File: config.mk
export PLATFORM = sky130hd
export DESIGN_NAME = stop_and_wait_sender_queue
export DESIGN_NICKNAME = d
export VERILOG_FILES = /design/src/rtl/core/swsq_pkg.sv /design/src/rtl/core/stop_and_wait_sender_queue.sv /design/src/rtl/core/swsq_front.sv /design/src/rtl/core/swsq_back.sv
export SDC_FILE = /design/constraint.sdc
export NUM_CORES = 2
export LEC_CHECK = 0
export BUFFER_PORTS_ARGS = -buffer_cell sky130_fd_sc_hd__buf_4
export CAP_MARGIN = 0
export CORE_ASPECT_RATIO = 1.5
export CORE_MARGIN = 5
export CORE_UTILIZATION = 55
export CTS_CLUSTER_DIAMETER = 120
export DETAILED_ROUTE_END_ITERATION = 6
export PLACE_DENSITY = 0.71
export SLEW_MARGIN = 20
export SYNTH_ARGS = -nofsm -noshare
export SYNTH_HDL_FRONTEND = slang
export SYNTH_HIERARCHICAL = 1
export SYNTH_SLANG_ARGS = --single-unit
File: constraint.sdc
create_clock -name clk -period 10.8 [get_ports clk]
set_clock_uncertainty 0.2 [all_clocks]
set_input_delay 2.16 -clock clk [delete_from_list [all_inputs] [get_ports clk]]
set_output_delay 2.16 -clock clk [all_outputs]
set_load 0.02 [all_outputs]
File: src/rtl/core/swsq_pkg.sv
// ----------------------------------------------------------------------------
// swsq_pkg
// shared types and constants of the stop-and-wait sender queue
// ----------------------------------------------------------------------------
`default_nettype none

package swsq_pkg;

  localparam int DEFAULT_QUEUE_DEPTH = 64;
  localparam int FIELD_W             = 16;
  localparam int OPC_W               = 2;
  localparam int LIMIT_W             = 7;
  localparam int LENGTH_W            = 7;
  localparam logic [LIMIT_W-1:0] LIMIT_RESET = 7'd64;

  // input opcodes
  localparam logic [OPC_W-1:0] OPC_ARRIVE   = 2'd0;
  localparam logic [OPC_W-1:0] OPC_FEEDBACK = 2'd1;
  localparam logic [OPC_W-1:0] OPC_TICK     = 2'd2;

  // item class after decode; unused opcodes become a no-op item
  typedef enum logic [1:0] {
    K_ARRIVE,
    K_FEEDBACK,
    K_TICK,
    K_NOP
  } kind_t;

  typedef struct packed {
    kind_t              kind;
    logic [FIELD_W-1:0] id;
    logic [FIELD_W-1:0] dur;
  } item_t;

  // back end sequencer
  typedef enum logic [1:0] {
    ST_IDLE,
    ST_READ,
    ST_SEND
  } state_t;

endpackage

`default_nettype wire

File: src/rtl/core/stop_and_wait_sender_queue.sv
// ----------------------------------------------------------------------------
// stop_and_wait_sender_queue
// stop-and-wait packet sender with a drop-tail packet queue
// ----------------------------------------------------------------------------
// Every input transaction (packet arrival, feedback or time tick) yields
// exactly one result transaction, in order. A two-entry input queue in the
// front end decodes and holds items so the source is not stalled while the
// back end works or while a result waits to be popped, until both entries
// are full. An item that sends nothing is done in the idle state; one that
// sends a packet goes through state update, registered read of the head
// entry of the packet memory and send, and no new item is taken until that
// send is done, nor while a result waits to be popped. The registered read
// port of the packet memory, which has one write port at the tail and one
// read port at the head, is why a send needs its own read step. The packet
// memory has no reset and needs no clearing pass: only written entries are
// ever read. queue_limit may be written only while the block is idle; a
// limit above the queue depth acts as the depth, and zero drops every arrival.
// ----------------------------------------------------------------------------
`default_nettype none

module stop_and_wait_sender_queue #(
  parameter int QUEUE_DEPTH = swsq_pkg::DEFAULT_QUEUE_DEPTH
) (
  input  wire logic                          clk,
  input  wire logic                          rst_n,
  // input channel
  input  wire logic                          in_push,
  output logic                               in_full,
  input  wire logic [swsq_pkg::OPC_W-1:0]    in_opcode,
  input  wire logic [swsq_pkg::FIELD_W-1:0]  in_packet_id,
  input  wire logic [swsq_pkg::FIELD_W-1:0]  in_packet_duration,
  // result channel
  output logic                               out_empty,
  input  wire logic                          out_pop,
  output logic                               out_sent_valid,
  output logic [swsq_pkg::FIELD_W-1:0]       out_sent_id,
  output logic [swsq_pkg::FIELD_W-1:0]       out_sent_duration,
  output logic                               out_dropped,
  output logic [swsq_pkg::LENGTH_W-1:0]      out_queue_length,
  // configuration channel
  input  wire logic                          cfg_valid,
  output logic                               cfg_ready,
  input  wire logic [swsq_pkg::LIMIT_W-1:0]  cfg_queue_limit
);
  import swsq_pkg::*;

  logic [LIMIT_W-1:0] queue_limit_r, queue_limit_nxt;
  logic               q_valid;
  item_t              q_item;
  logic               q_deq;

  // config writes are always taken
  assign cfg_ready       = 1'b1;
  assign queue_limit_nxt = (cfg_valid && cfg_ready) ? cfg_queue_limit : queue_limit_r;

  always_ff @(posedge clk) begin
    if (!rst_n) begin
      queue_limit_r <= LIMIT_RESET;
    end else begin
      queue_limit_r <= queue_limit_nxt;
    end
  end

  // front end: accept and decode
  swsq_front u_front (
    .clk                (clk),
    .rst_n              (rst_n),
    .in_push            (in_push),
    .in_full            (in_full),
    .in_opcode          (in_opcode),
    .in_packet_id       (in_packet_id),
    .in_packet_duration (in_packet_duration),
    .q_valid            (q_valid),
    .q_item             (q_item),
    .q_deq              (q_deq)
  );

  // back end: queue, timer, send decision, result register
  swsq_back #(
    .QUEUE_DEPTH (QUEUE_DEPTH)
  ) u_back (
    .clk               (clk),
    .rst_n             (rst_n),
    .queue_limit       (queue_limit_r),
    .q_valid           (q_valid),
    .q_item            (q_item),
    .q_deq             (q_deq),
    .out_empty         (out_empty),
    .out_pop           (out_pop),
    .out_sent_valid    (out_sent_valid),
    .out_sent_id       (out_sent_id),
    .out_sent_duration (out_sent_duration),
    .out_dropped       (out_dropped),
    .out_queue_length  (out_queue_length)
  );

  a_cfg_load: assert property (@(posedge clk) disable iff (!rst_n)
    cfg_valid |=> (queue_limit_r == $past(cfg_queue_limit)))
    else $error("queue limit not loaded on config write");

  a_cfg_hold: assert property (@(posedge clk) disable iff (!rst_n)
    !cfg_valid |=> $stable(queue_limit_r))
    else $error("queue limit changed without a config write");

  a_out_sent_fields: assert property (@(posedge clk) disable iff (!rst_n)
    (!out_empty && !out_sent_valid) |->
      (out_sent_id == '0) && (out_sent_duration == '0))
    else $error("result without a send carries packet fields");

endmodule

`default_nettype wire

File: src/rtl/core/swsq_front.sv
// ----------------------------------------------------------------------------
// swsq_front
// accepts input transactions, decodes the opcode and holds them in a
// two-entry queue for the back end
// ----------------------------------------------------------------------------
`default_nettype none

module swsq_front (
  input  wire logic                          clk,
  input  wire logic                          rst_n,
  input  wire logic                          in_push,
  output logic                               in_full,
  input  wire logic [swsq_pkg::OPC_W-1:0]    in_opcode,
  input  wire logic [swsq_pkg::FIELD_W-1:0]  in_packet_id,
  input  wire logic [swsq_pkg::FIELD_W-1:0]  in_packet_duration,
  output logic                               q_valid,
  output swsq_pkg::item_t                    q_item,
  input  wire logic                          q_deq
);
  import swsq_pkg::*;

  item_t      slot_r [2];
  logic       wr_ptr_r, wr_ptr_nxt;
  logic       rd_ptr_r, rd_ptr_nxt;
  logic [1:0] cnt_r, cnt_nxt;
  logic       enq;
  logic       deq;
  item_t      dec_item;

  // opcode decode
  always_comb begin
    dec_item.id  = in_packet_id;
    dec_item.dur = in_packet_duration;
    unique case (in_opcode)
      OPC_ARRIVE:   dec_item.kind = K_ARRIVE;
      OPC_FEEDBACK: dec_item.kind = K_FEEDBACK;
      OPC_TICK:     dec_item.kind = K_TICK;
      default:      dec_item.kind = K_NOP;
    endcase
  end

  assign in_full = (cnt_r == 2'd2);
  assign q_valid = (cnt_r != 2'd0);
  assign q_item  = slot_r[rd_ptr_r];
  assign enq     = in_push && !in_full;
  assign deq     = q_deq && q_valid;

  always_comb begin
    wr_ptr_nxt = enq ? ~wr_ptr_r : wr_ptr_r;
    rd_ptr_nxt = deq ? ~rd_ptr_r : rd_ptr_r;
    cnt_nxt    = cnt_r + {1'b0, enq} - {1'b0, deq};
  end

  always_ff @(posedge clk) begin
    if (!rst_n) begin
      wr_ptr_r <= 1'b0;
      rd_ptr_r <= 1'b0;
      cnt_r    <= 2'd0;
    end else begin
      wr_ptr_r <= wr_ptr_nxt;
      rd_ptr_r <= rd_ptr_nxt;
      cnt_r    <= cnt_nxt;
    end
  end

  always_ff @(posedge clk) begin
    if (enq) begin
      slot_r[wr_ptr_r] <= dec_item;
    end
  end

  a_cnt_range: assert property (@(posedge clk) disable iff (!rst_n)
    cnt_r != 2'd3)
    else $error("front queue count out of range");

  a_ptr_gap: assert property (@(posedge clk) disable iff (!rst_n)
    (cnt_r == 2'd1) |-> (wr_ptr_r != rd_ptr_r))
    else $error("front queue pointers disagree with count");

  a_deq_nonempty: assert property (@(posedge clk) disable iff (!rst_n)
    (q_deq && !q_valid) |=> $stable(cnt_r))
    else $error("dequeue from empty front queue changed its count");

endmodule

`default_nettype wire

File: src/rtl/core/swsq_back.sv
// ----------------------------------------------------------------------------
// swsq_back
// carries out decoded items: packet queue memory, may-send flag, service
// timer, send decision and the result register
// ----------------------------------------------------------------------------
`default_nettype none

module swsq_back #(
  parameter int QUEUE_DEPTH = swsq_pkg::DEFAULT_QUEUE_DEPTH
) (
  input  wire logic                          clk,
  input  wire logic                          rst_n,
  input  wire logic [swsq_pkg::LIMIT_W-1:0]  queue_limit,
  input  wire logic                          q_valid,
  input  wire swsq_pkg::item_t               q_item,
  output logic                               q_deq,
  output logic                               out_empty,
  input  wire logic                          out_pop,
  output logic                               out_sent_valid,
  output logic [swsq_pkg::FIELD_W-1:0]       out_sent_id,
  output logic [swsq_pkg::FIELD_W-1:0]       out_sent_duration,
  output logic                               out_dropped,
  output logic [swsq_pkg::LENGTH_W-1:0]      out_queue_length
);
  import swsq_pkg::*;

  localparam int AW = (QUEUE_DEPTH > 1) ? $clog2(QUEUE_DEPTH) : 1;
  localparam int CW = $clog2(QUEUE_DEPTH + 1);
  localparam int LW = (CW > LIMIT_W) ? CW : LIMIT_W;
  localparam logic [AW-1:0] LAST_IDX = AW'(QUEUE_DEPTH - 1);

  logic [2*FIELD_W-1:0] mem [QUEUE_DEPTH];
  logic [2*FIELD_W-1:0] rd_data_r;

  state_t             state_r, state_nxt;
  logic [AW-1:0]      head_r, head_nxt;
  logic [AW-1:0]      tail_r, tail_nxt;
  logic [CW-1:0]      count_r, count_nxt;
  logic               may_r, may_nxt;
  logic               busy_r, busy_nxt;
  logic [FIELD_W-1:0] rem_r, rem_nxt;
  logic [FIELD_W-1:0] rem_dec;
  logic               dropped_r, dropped_nxt;

  logic               out_valid_r, out_valid_nxt;
  logic               out_free;
  logic               wr_en;
  logic               send_go;
  logic               res_load;
  logic               res_sent;
  logic [FIELD_W-1:0] res_id;
  logic [FIELD_W-1:0] res_dur;
  logic               res_dropped;
  logic [LENGTH_W-1:0] res_len;

  logic [LW-1:0]      lim_ext;
  logic [LW-1:0]      limit_eff;
  logic               at_limit;
  logic [FIELD_W-1:0] head_dur;

  assign out_free = !out_valid_r || out_pop;
  assign head_dur = rd_data_r[2*FIELD_W-1:FIELD_W];

  // limit above the depth acts as the depth
  always_comb begin
    lim_ext   = LW'(queue_limit);
    limit_eff = (lim_ext > LW'(QUEUE_DEPTH)) ? LW'(QUEUE_DEPTH) : lim_ext;
    at_limit  = (LW'(count_r) >= limit_eff);
  end

  // next state
  always_comb begin
    state_nxt = state_r;
    unique case (state_r)
      ST_IDLE: if (q_valid && out_free && send_go) state_nxt = ST_READ;
      ST_READ: state_nxt = ST_SEND;
      ST_SEND: if (out_free) state_nxt = ST_IDLE;
      default: state_nxt = ST_IDLE;
    endcase
  end

  // datapath and outputs
  always_comb begin
    head_nxt    = head_r;
    tail_nxt    = tail_r;
    count_nxt   = count_r;
    may_nxt     = may_r;
    busy_nxt    = busy_r;
    rem_nxt     = rem_r;
    dropped_nxt = dropped_r;
    rem_dec     = (rem_r != '0) ? rem_r - 1'b1 : rem_r;
    wr_en       = 1'b0;
    q_deq       = 1'b0;
    send_go     = 1'b0;
    res_load    = 1'b0;
    res_sent    = 1'b0;
    res_id      = '0;
    res_dur     = '0;
    res_dropped = 1'b0;
    res_len     = '0;
    unique case (state_r)
      ST_IDLE: begin
        if (q_valid && out_free) begin
          q_deq       = 1'b1;
          dropped_nxt = 1'b0;
          case (q_item.kind)
            K_ARRIVE: begin
              if (at_limit) begin
                dropped_nxt = 1'b1;
              end else begin
                wr_en     = 1'b1;
                tail_nxt  = (tail_r == LAST_IDX) ? '0 : tail_r + 1'b1;
                count_nxt = count_r + 1'b1;
              end
            end
            K_FEEDBACK: may_nxt = 1'b1;
            K_TICK: begin
              if (busy_r) begin
                rem_nxt = rem_dec;
                if (rem_dec == '0) busy_nxt = 1'b0;
              end
            end
            default: ;
          endcase
          send_go = !busy_nxt && (count_nxt != '0) && may_nxt;
          if (!send_go) begin
            res_load    = 1'b1;
            res_dropped = dropped_nxt;
            res_len     = LENGTH_W'(count_nxt);
          end
        end
      end
      ST_READ: ;
      ST_SEND: begin
        if (out_free) begin
          res_load    = 1'b1;
          res_sent    = 1'b1;
          res_id      = rd_data_r[FIELD_W-1:0];
          res_dur     = head_dur;
          res_dropped = dropped_r;
          count_nxt   = count_r - 1'b1;
          res_len     = LENGTH_W'(count_nxt);
          head_nxt    = (head_r == LAST_IDX) ? '0 : head_r + 1'b1;
          may_nxt     = 1'b0;
          busy_nxt    = 1'b1;
          rem_nxt     = (head_dur == '0) ? FIELD_W'(1) : head_dur;
        end
      end
      default: ;
    endcase
    out_valid_nxt = res_load ? 1'b1 : (out_pop ? 1'b0 : out_valid_r);
  end

  always_ff @(posedge clk) begin
    if (!rst_n) begin
      state_r     <= ST_IDLE;
      head_r      <= '0;
      tail_r      <= '0;
      count_r     <= '0;
      may_r       <= 1'b1;
      busy_r      <= 1'b0;
      rem_r       <= '0;
      out_valid_r <= 1'b0;
    end else begin
      state_r     <= state_nxt;
      head_r      <= head_nxt;
      tail_r      <= tail_nxt;
      count_r     <= count_nxt;
      may_r       <= may_nxt;
      busy_r      <= busy_nxt;
      rem_r       <= rem_nxt;
      out_valid_r <= out_valid_nxt;
    end
  end

  always_ff @(posedge clk) begin
    dropped_r <= dropped_nxt;
    if (res_load) begin
      out_sent_valid    <= res_sent;
      out_sent_id       <= res_id;
      out_sent_duration <= res_dur;
      out_dropped       <= res_dropped;
      out_queue_length  <= res_len;
    end
  end

  // packet store, registered read at the head
  always_ff @(posedge clk) begin
    if (wr_en) begin
      mem[tail_r] <= {q_item.dur, q_item.id};
    end
  end

  always_ff @(posedge clk) begin
    rd_data_r <= mem[head_r];
  end

  assign out_empty = !out_valid_r;

  a_count_bound: assert property (@(posedge clk) disable iff (!rst_n)
    count_r <= CW'(QUEUE_DEPTH))
    else $error("packet count above queue depth");

  a_busy_timer: assert property (@(posedge clk) disable iff (!rst_n)
    busy_r |-> (rem_r != '0))
    else $error("server busy with an expired timer");

  a_send_nonempty: assert property (@(posedge clk) disable iff (!rst_n)
    (state_r == ST_SEND) |-> (count_r != '0) && !busy_r && may_r)
    else $error("send without a packet, idle server and may-send");

  a_read_to_send: assert property (@(posedge clk) disable iff (!rst_n)
    (state_r == ST_READ) |=> (state_r == ST_SEND))
    else $error("head read not followed by send");

  a_no_overwrite: assert property (@(posedge clk) disable iff (!rst_n)
    (res_load && !out_pop) |-> !out_valid_r)
    else $error("result register overwritten before pop");

endmodule

`default_nettype wire
# Yosys cells after proc, flatten, opt, wreduce, memory -nomap -nowiden
# Memory sizes are Yosys's and may differ from the RTL's. A register that Yosys moved wholly into a read port is not among the register bits.
# Cells that the tools add are included.
# word_totals
register_bits	93
mem_bits_rw	2116
out_inout_bits	44
memories	2
# op_classes
n_addsub	7
n_lt_le_gt_ge	2
eq_ne	14
n_mux	65
n_bitwise	3
n_reduce_logical	26
# memory_table
name	depth	word_bits	read_ports	rd_ports_with_merged_regs	write_ports	line	rtl
u_back.mem	64	32	1	1	1	swsq_back.sv:32	logic [2*FIELD_W-1:0] mem [QUEUE_DEPTH];
u_front.slot_r	2	34	1	1	1	swsq_front.sv:22	item_t slot_r [2];
# ops
op	n
$mux W16	6
$mux W7	10
$mux W1	36
$logic_not A16 Y1	2
$pmux W16 S2	1
$pmux W7 S2	2
$reduce_bool A16 Y1	1
$sub A16 B1 Y16 const B	1
$add A6 B1 Y6 const B	2
$eq A6 B6 Y1 const B	2
$mux W6	2
$pmux W2 S3	2
$eq A2 B2 Y1 const B	4
$ne A2 B1 Y1 const B	4
$pmux W1 S2	4
$add A7 B1 Y7 const B	1
$ge A7 B7 Y1	1
$gt A7 B7 Y1 const B	1
$reduce_bool A7 Y1	1
$sub A7 B1 Y7 const B	1
$eq A2 B1 Y1 const B	3
$logic_and A1 B1 Y1	6
$logic_not A2 Y1	3
$reduce_and A2 Y1	3
11 further kinds	18

# Depth between registers and ports, before layout
# depth
ltp_word	16
ltp_mapped	12
depth_no_buf	11

# Cells and area by module
# The synthesis kept the hierarchy.
# by_module_without_submodules
mod	n_inst	cells_each	area_each_um2	seq_area_each_um2
swsq_back	1	3486	82638.0	64201.6
swsq_front	1	135	2852.7	2142.1
stop_and_wait_sender_queue	1	24	274.0	140.1

# Worst setup path after synthesis
# OpenSTA, ideal clock, no wires.
# synth_timing
path_kind	input -> register
startpoint	input out_pop
endpoint	memory u_back/mem[57][0] in the netlist's numbering, enable pin
setup_ns	0.421
t_arrival_ns	4.718
required_ns	10.179
slack_ns	5.460
path_stages	7
path_buffers	1
path_cell_list	nand2b_1 > nand3_1 > inv_1 > and2_1 > clkbuf_1 > nand3_1 > nor2_1
# synth_via
elab_chain_len	6
# synth_lines
item	line	rtl
start, declared	stop_and_wait_sender_queue.sv:34	input wire logic out_pop,
$logic_or A1 B1 Y1	swsq_back.sv:61	assign out_free = !out_valid_r || out_pop;
$logic_and A1 B1 Y1	swsq_back.sv:103	if (q_valid && out_free) begin
$mux W1	swsq_back.sv:103	
$mux W1	swsq_back.sv:101	unique case (state_r)
$mux W1	swsq_back.sv:189	if (wr_en) begin
$mux W1 (implied by the code)	swsq_back.sv:190	mem[tail_r] <= {q_item.dur, q_item.id};
end, declared	swsq_back.sv:32	
# No other way between the ends.

# Worst setup path after layout
# layout_timing
startpoint	input out_pop
endpoint	memory u_back/mem[35][16] in the netlist's numbering, enable pin
# Same word-level chain as after synthesis.

==> flow_metrics.py <==
metrics = {
    "setup_path": {
        "critPathCaptureType": "flip-flop",
        "critPathRequiredTime_ns": 11.09,
        "crit_slowest_cell": "nor2_4",
        "critical_path.n_buffers_inverters": 3,
        "cp_max_fo": 35,
        "kind_of_launch_point_of_the_worst_setup_path": "input pin",
        "critical_path.max_stage_delay_ns": 0.91,
        "path_delay_family": "simple AND/OR/NAND/NOR gates",
        "critical_path_cell_by_cell": "buf_4 > nand2b_1 > nand3_1 > inv_1 > and2_1 > nand3_1 > nor2_4 > buf_4",
        "worstSetupPathType": "in -> reg",
        "cp_data_arrival_time_ns": 6.43,
    },
    "timing": {
        "report.final.setup_viol": 0,
        "min_period_ns": 6.14,
        "worst_slack_ns": 4.66,
        "max_clock_freq_mhz": 163,
        "rsz_0062_raised_after_global_routing": "false",
        "timing.final.hold_violations": 0,
        "tightest_slew_ns": 1.18,
        "finalSetupTns_ns": 0,
        "post-route-period-util": 0.569,
        "finalMaxSlewViolations": 0,
        "fin_hold_ws_ns": 0.312,
        "slew-limit-headroom": 0.208,
    },
    "global_routing": {
        "grt_max_degree": 156,
        "grt_pass1_vias": 39400,
        "grt_first_pass_wirelength_mm": 282,
        "grt_antenna_before_repair": 16,
        "groute.usage.overall": 0.238,
        "gr-total-overflow": 0,
    },
    "floorplan": {
        "fp.dieArea_mm2": 0.164,
        "die_height_um": 494,
        "core-area_mm2": 0.155,
        "row_count": 177,
        "die_x_um": 332,
        "io-pin-count": 90,
        "initial_core_util": 0.553,
    },
    "yosys": {
        "async_reset_ff_frac": 0,
        "postSynthCellCount": 3645,
        "synth_nets": 3705,
        "synth.avg_cell_area_um2": 23.5,
        "distinct_cell_type_count_after_synthesis": 65,
        "synth.top_cells.by_area": "edfxtp_1 (76%), mux4_2 (18%), dfxtp_1 (2.0%), clkbuf_1 (0.63%), nor2_1 (0.56%)",
        "yosys_warnings": 6,
        "netlist.top_cell.by_area": "edfxtp_1",
        "synth-seq-cells": 2242,
        "post_synthesis_sequential_area_ratio": 0.775,
        "yosys.area.top_type_share": 0.756,
        "syn_area_mm2": 0.0858,
        "synth-edff-count": 2158,
        "top_reg_cell_synth": "edfxtp_1",
    },
    "route": {
        "avgViaCountPerCell": 6.47,
        "route.detailed.wl_per_inst_um": 32.3,
        "routed_wl_mm": 195,
        "drt_pre_antenna_iters": 5,
        "drtIter0Drc": 4581,
        "antenna_violating_nets_post_route": 0,
        "route.detailed.drc": 0,
        "dr_total_vias": 39100,
    },
    "power": {
        "total_leakage_power_nw": 28.9,
        "post-layout-total-power_w": 0.0206,
        "p_per_area_mw_per_mm2": 215,
        "maximum_ir_drop_on_the_vdd_rail_mv": 0.196,
    },
    "placement": {
        "detailedPlace.worstSlack_ns": 3.94,
        "hpwl_mm": 115,
        "place.gp.congestion": 0.872,
        "number_of_i_o_port_buffers": 88,
    },
    "layout": {
        "most-common-layout-cells": "edfxtp_1 (2158), mux4_2 (672), clkbuf_16 (199), buf_4 (141), dfxtp_1 (77)",
        "final_nets": 3865,
        "drive_above_1_share": 0.312,
        "syn2layout_area_growth_pct": 12.0,
        "layout.cells.most_common": "edfxtp_1",
    },
    "cts": {
        "clk_latency_ns": 0.81,
        "post_cts_hold_buffer_count": 0,
        "ctsResizeCount": 0,
        "cts_max_path_buffers": 3,
        "clk_root_buffer_cell": "clkbuf_16",
        "number_of_clock_sinks": 2242,
        "cts_buffers": 194,
        "clock_pin_slew_of_the_registers_on_the_worst_case_setup_and_hold_paths_ns": 0.06,
        "tritoncts": "done",
        "cts.repair_timing.setup_buffer_count": 0,
        "htree_levels": 4,
    },
    "min_path": {
        "hold_class": "reg -> reg",
    },
    "run": {
        "max-cap-violations": 0,
    },
    "status": {
        "outcome": "finished, final reports clean",
    },
}
-- metrics by stage --
stage | instances | area [um2] | utilization
final | 6034 | 96000 | 0.619
after global routing | 6032 | 96000 | 0.619
after CTS | 6023 | 95800 | 0.618
after detailed placement | 5659 | 89400 | 0.576
after global placement | 5654 | 89300 | 0.576
after floorplan | 3645 | 85800 | -
-- registers in the layout, summed over array words and instances (netlist names), 2 cells and up, named ones only --
| name | count |
|---|---|
| queue_limit_r | 7 |
| u_back/count_r | 7 |
| u_back/head_r | 6 |
| u_back/mem | 2048 |
| u_back/out_queue_length | 7 |
| u_back/out_sent_duration | 16 |
| u_back/out_sent_id | 16 |
| u_back/rd_data_r | 32 |
| u_back/rem_r | 16 |
| u_back/state_r | 2 |
| u_back/tail_r | 6 |
| u_front/cnt_r | 2 |
| u_front/slot_r | 68 |
-- worst min-delay path, delay by kind of cell, from the launching register on --
kind | cells | cell delay (ns)
AND/OR/NAND/NOR | 1 | 0.06
flip-flops | 1 | 0.35
multiplexers | 1 | 0.08
-- Yosys cell counts (all sizes together) (8+ instances only) --
master,n
xnor2,12
o21ai,32
nor3,12
dfxtp,84
nor2b,11
nor4,13
buf,53
nor2,128
a21oi,38
xor2,9
nand3,17
clkbuf,145
mux2,35
mux2i,12
o211ai,8
edfxtp,2158
nand2,50
inv,21
mux4,672
ha,14
and3,34
-- layer usage --
metal | global-route usage | vias up | part of all wire
met2 | 0.429 | 1719 | 0.55
met5 | 0 | - | 0.00015
met1 | 0.307 | 21100 | 0.35
li1 | - | 15900 | -
met3 | 0.0319 | 294 | 0.067
met4 | 0.0730 | 4 | 0.031
-- cell type report --
cell class                 instances  area [um2]
fill                           10300       59000
sequential                      2242       66500
timing repair buffer             162        1550
tap                             2058        2570
antenna                            3        7.51
multi-input combinational       1184       18900
clock buffer                     245        5210
inverter                          21        78.8
clock inverter                   119        1230
-- where the power goes --
| group | internal (W) | switching (W) |
|---|---|---|
| sequential | 0.0107 | 0.000130 |
| combinational | 0.000754 | 0.00200 |
| clock | 0.00396 | 0.00305 |
| total | 0.0154 | 0.00518 |
-- logic make-up after synthesis --
logic type      Yosys count  synth area share
flops                  2242             0.775
xor+xnor                 21           0.00214
mux                     719             0.184
compound gates          129           0.00947
simple gates            300            0.0168
other cells               1         0.0000437
buf+inv                 219            0.0105
fa+ha+maj                14           0.00204
-- final timing paths --
check | from | endpoint | slack [ns] | cells past startpoint
setup / recovery | out_pop | u_back/mem[35][16]$_DFFE_PP_ | 4.66 | 8
hold / removal | queue_limit_r[6]$_SDFFE_PN1P_ | queue_limit_r[6]$_SDFFE_PN1P_ | 0.31 | 2
setup reg to reg | u_back/count_r[0]$_SDFFE_PN0P_ | u_back/mem[35][16]$_DFFE_PP_ | 5.35 | 9
hold reg to reg | queue_limit_r[6]$_SDFFE_PN1P_ | queue_limit_r[6]$_SDFFE_PN1P_ | 0.31 | 2
Note: power is estimated with default switching activity, not from simulation.
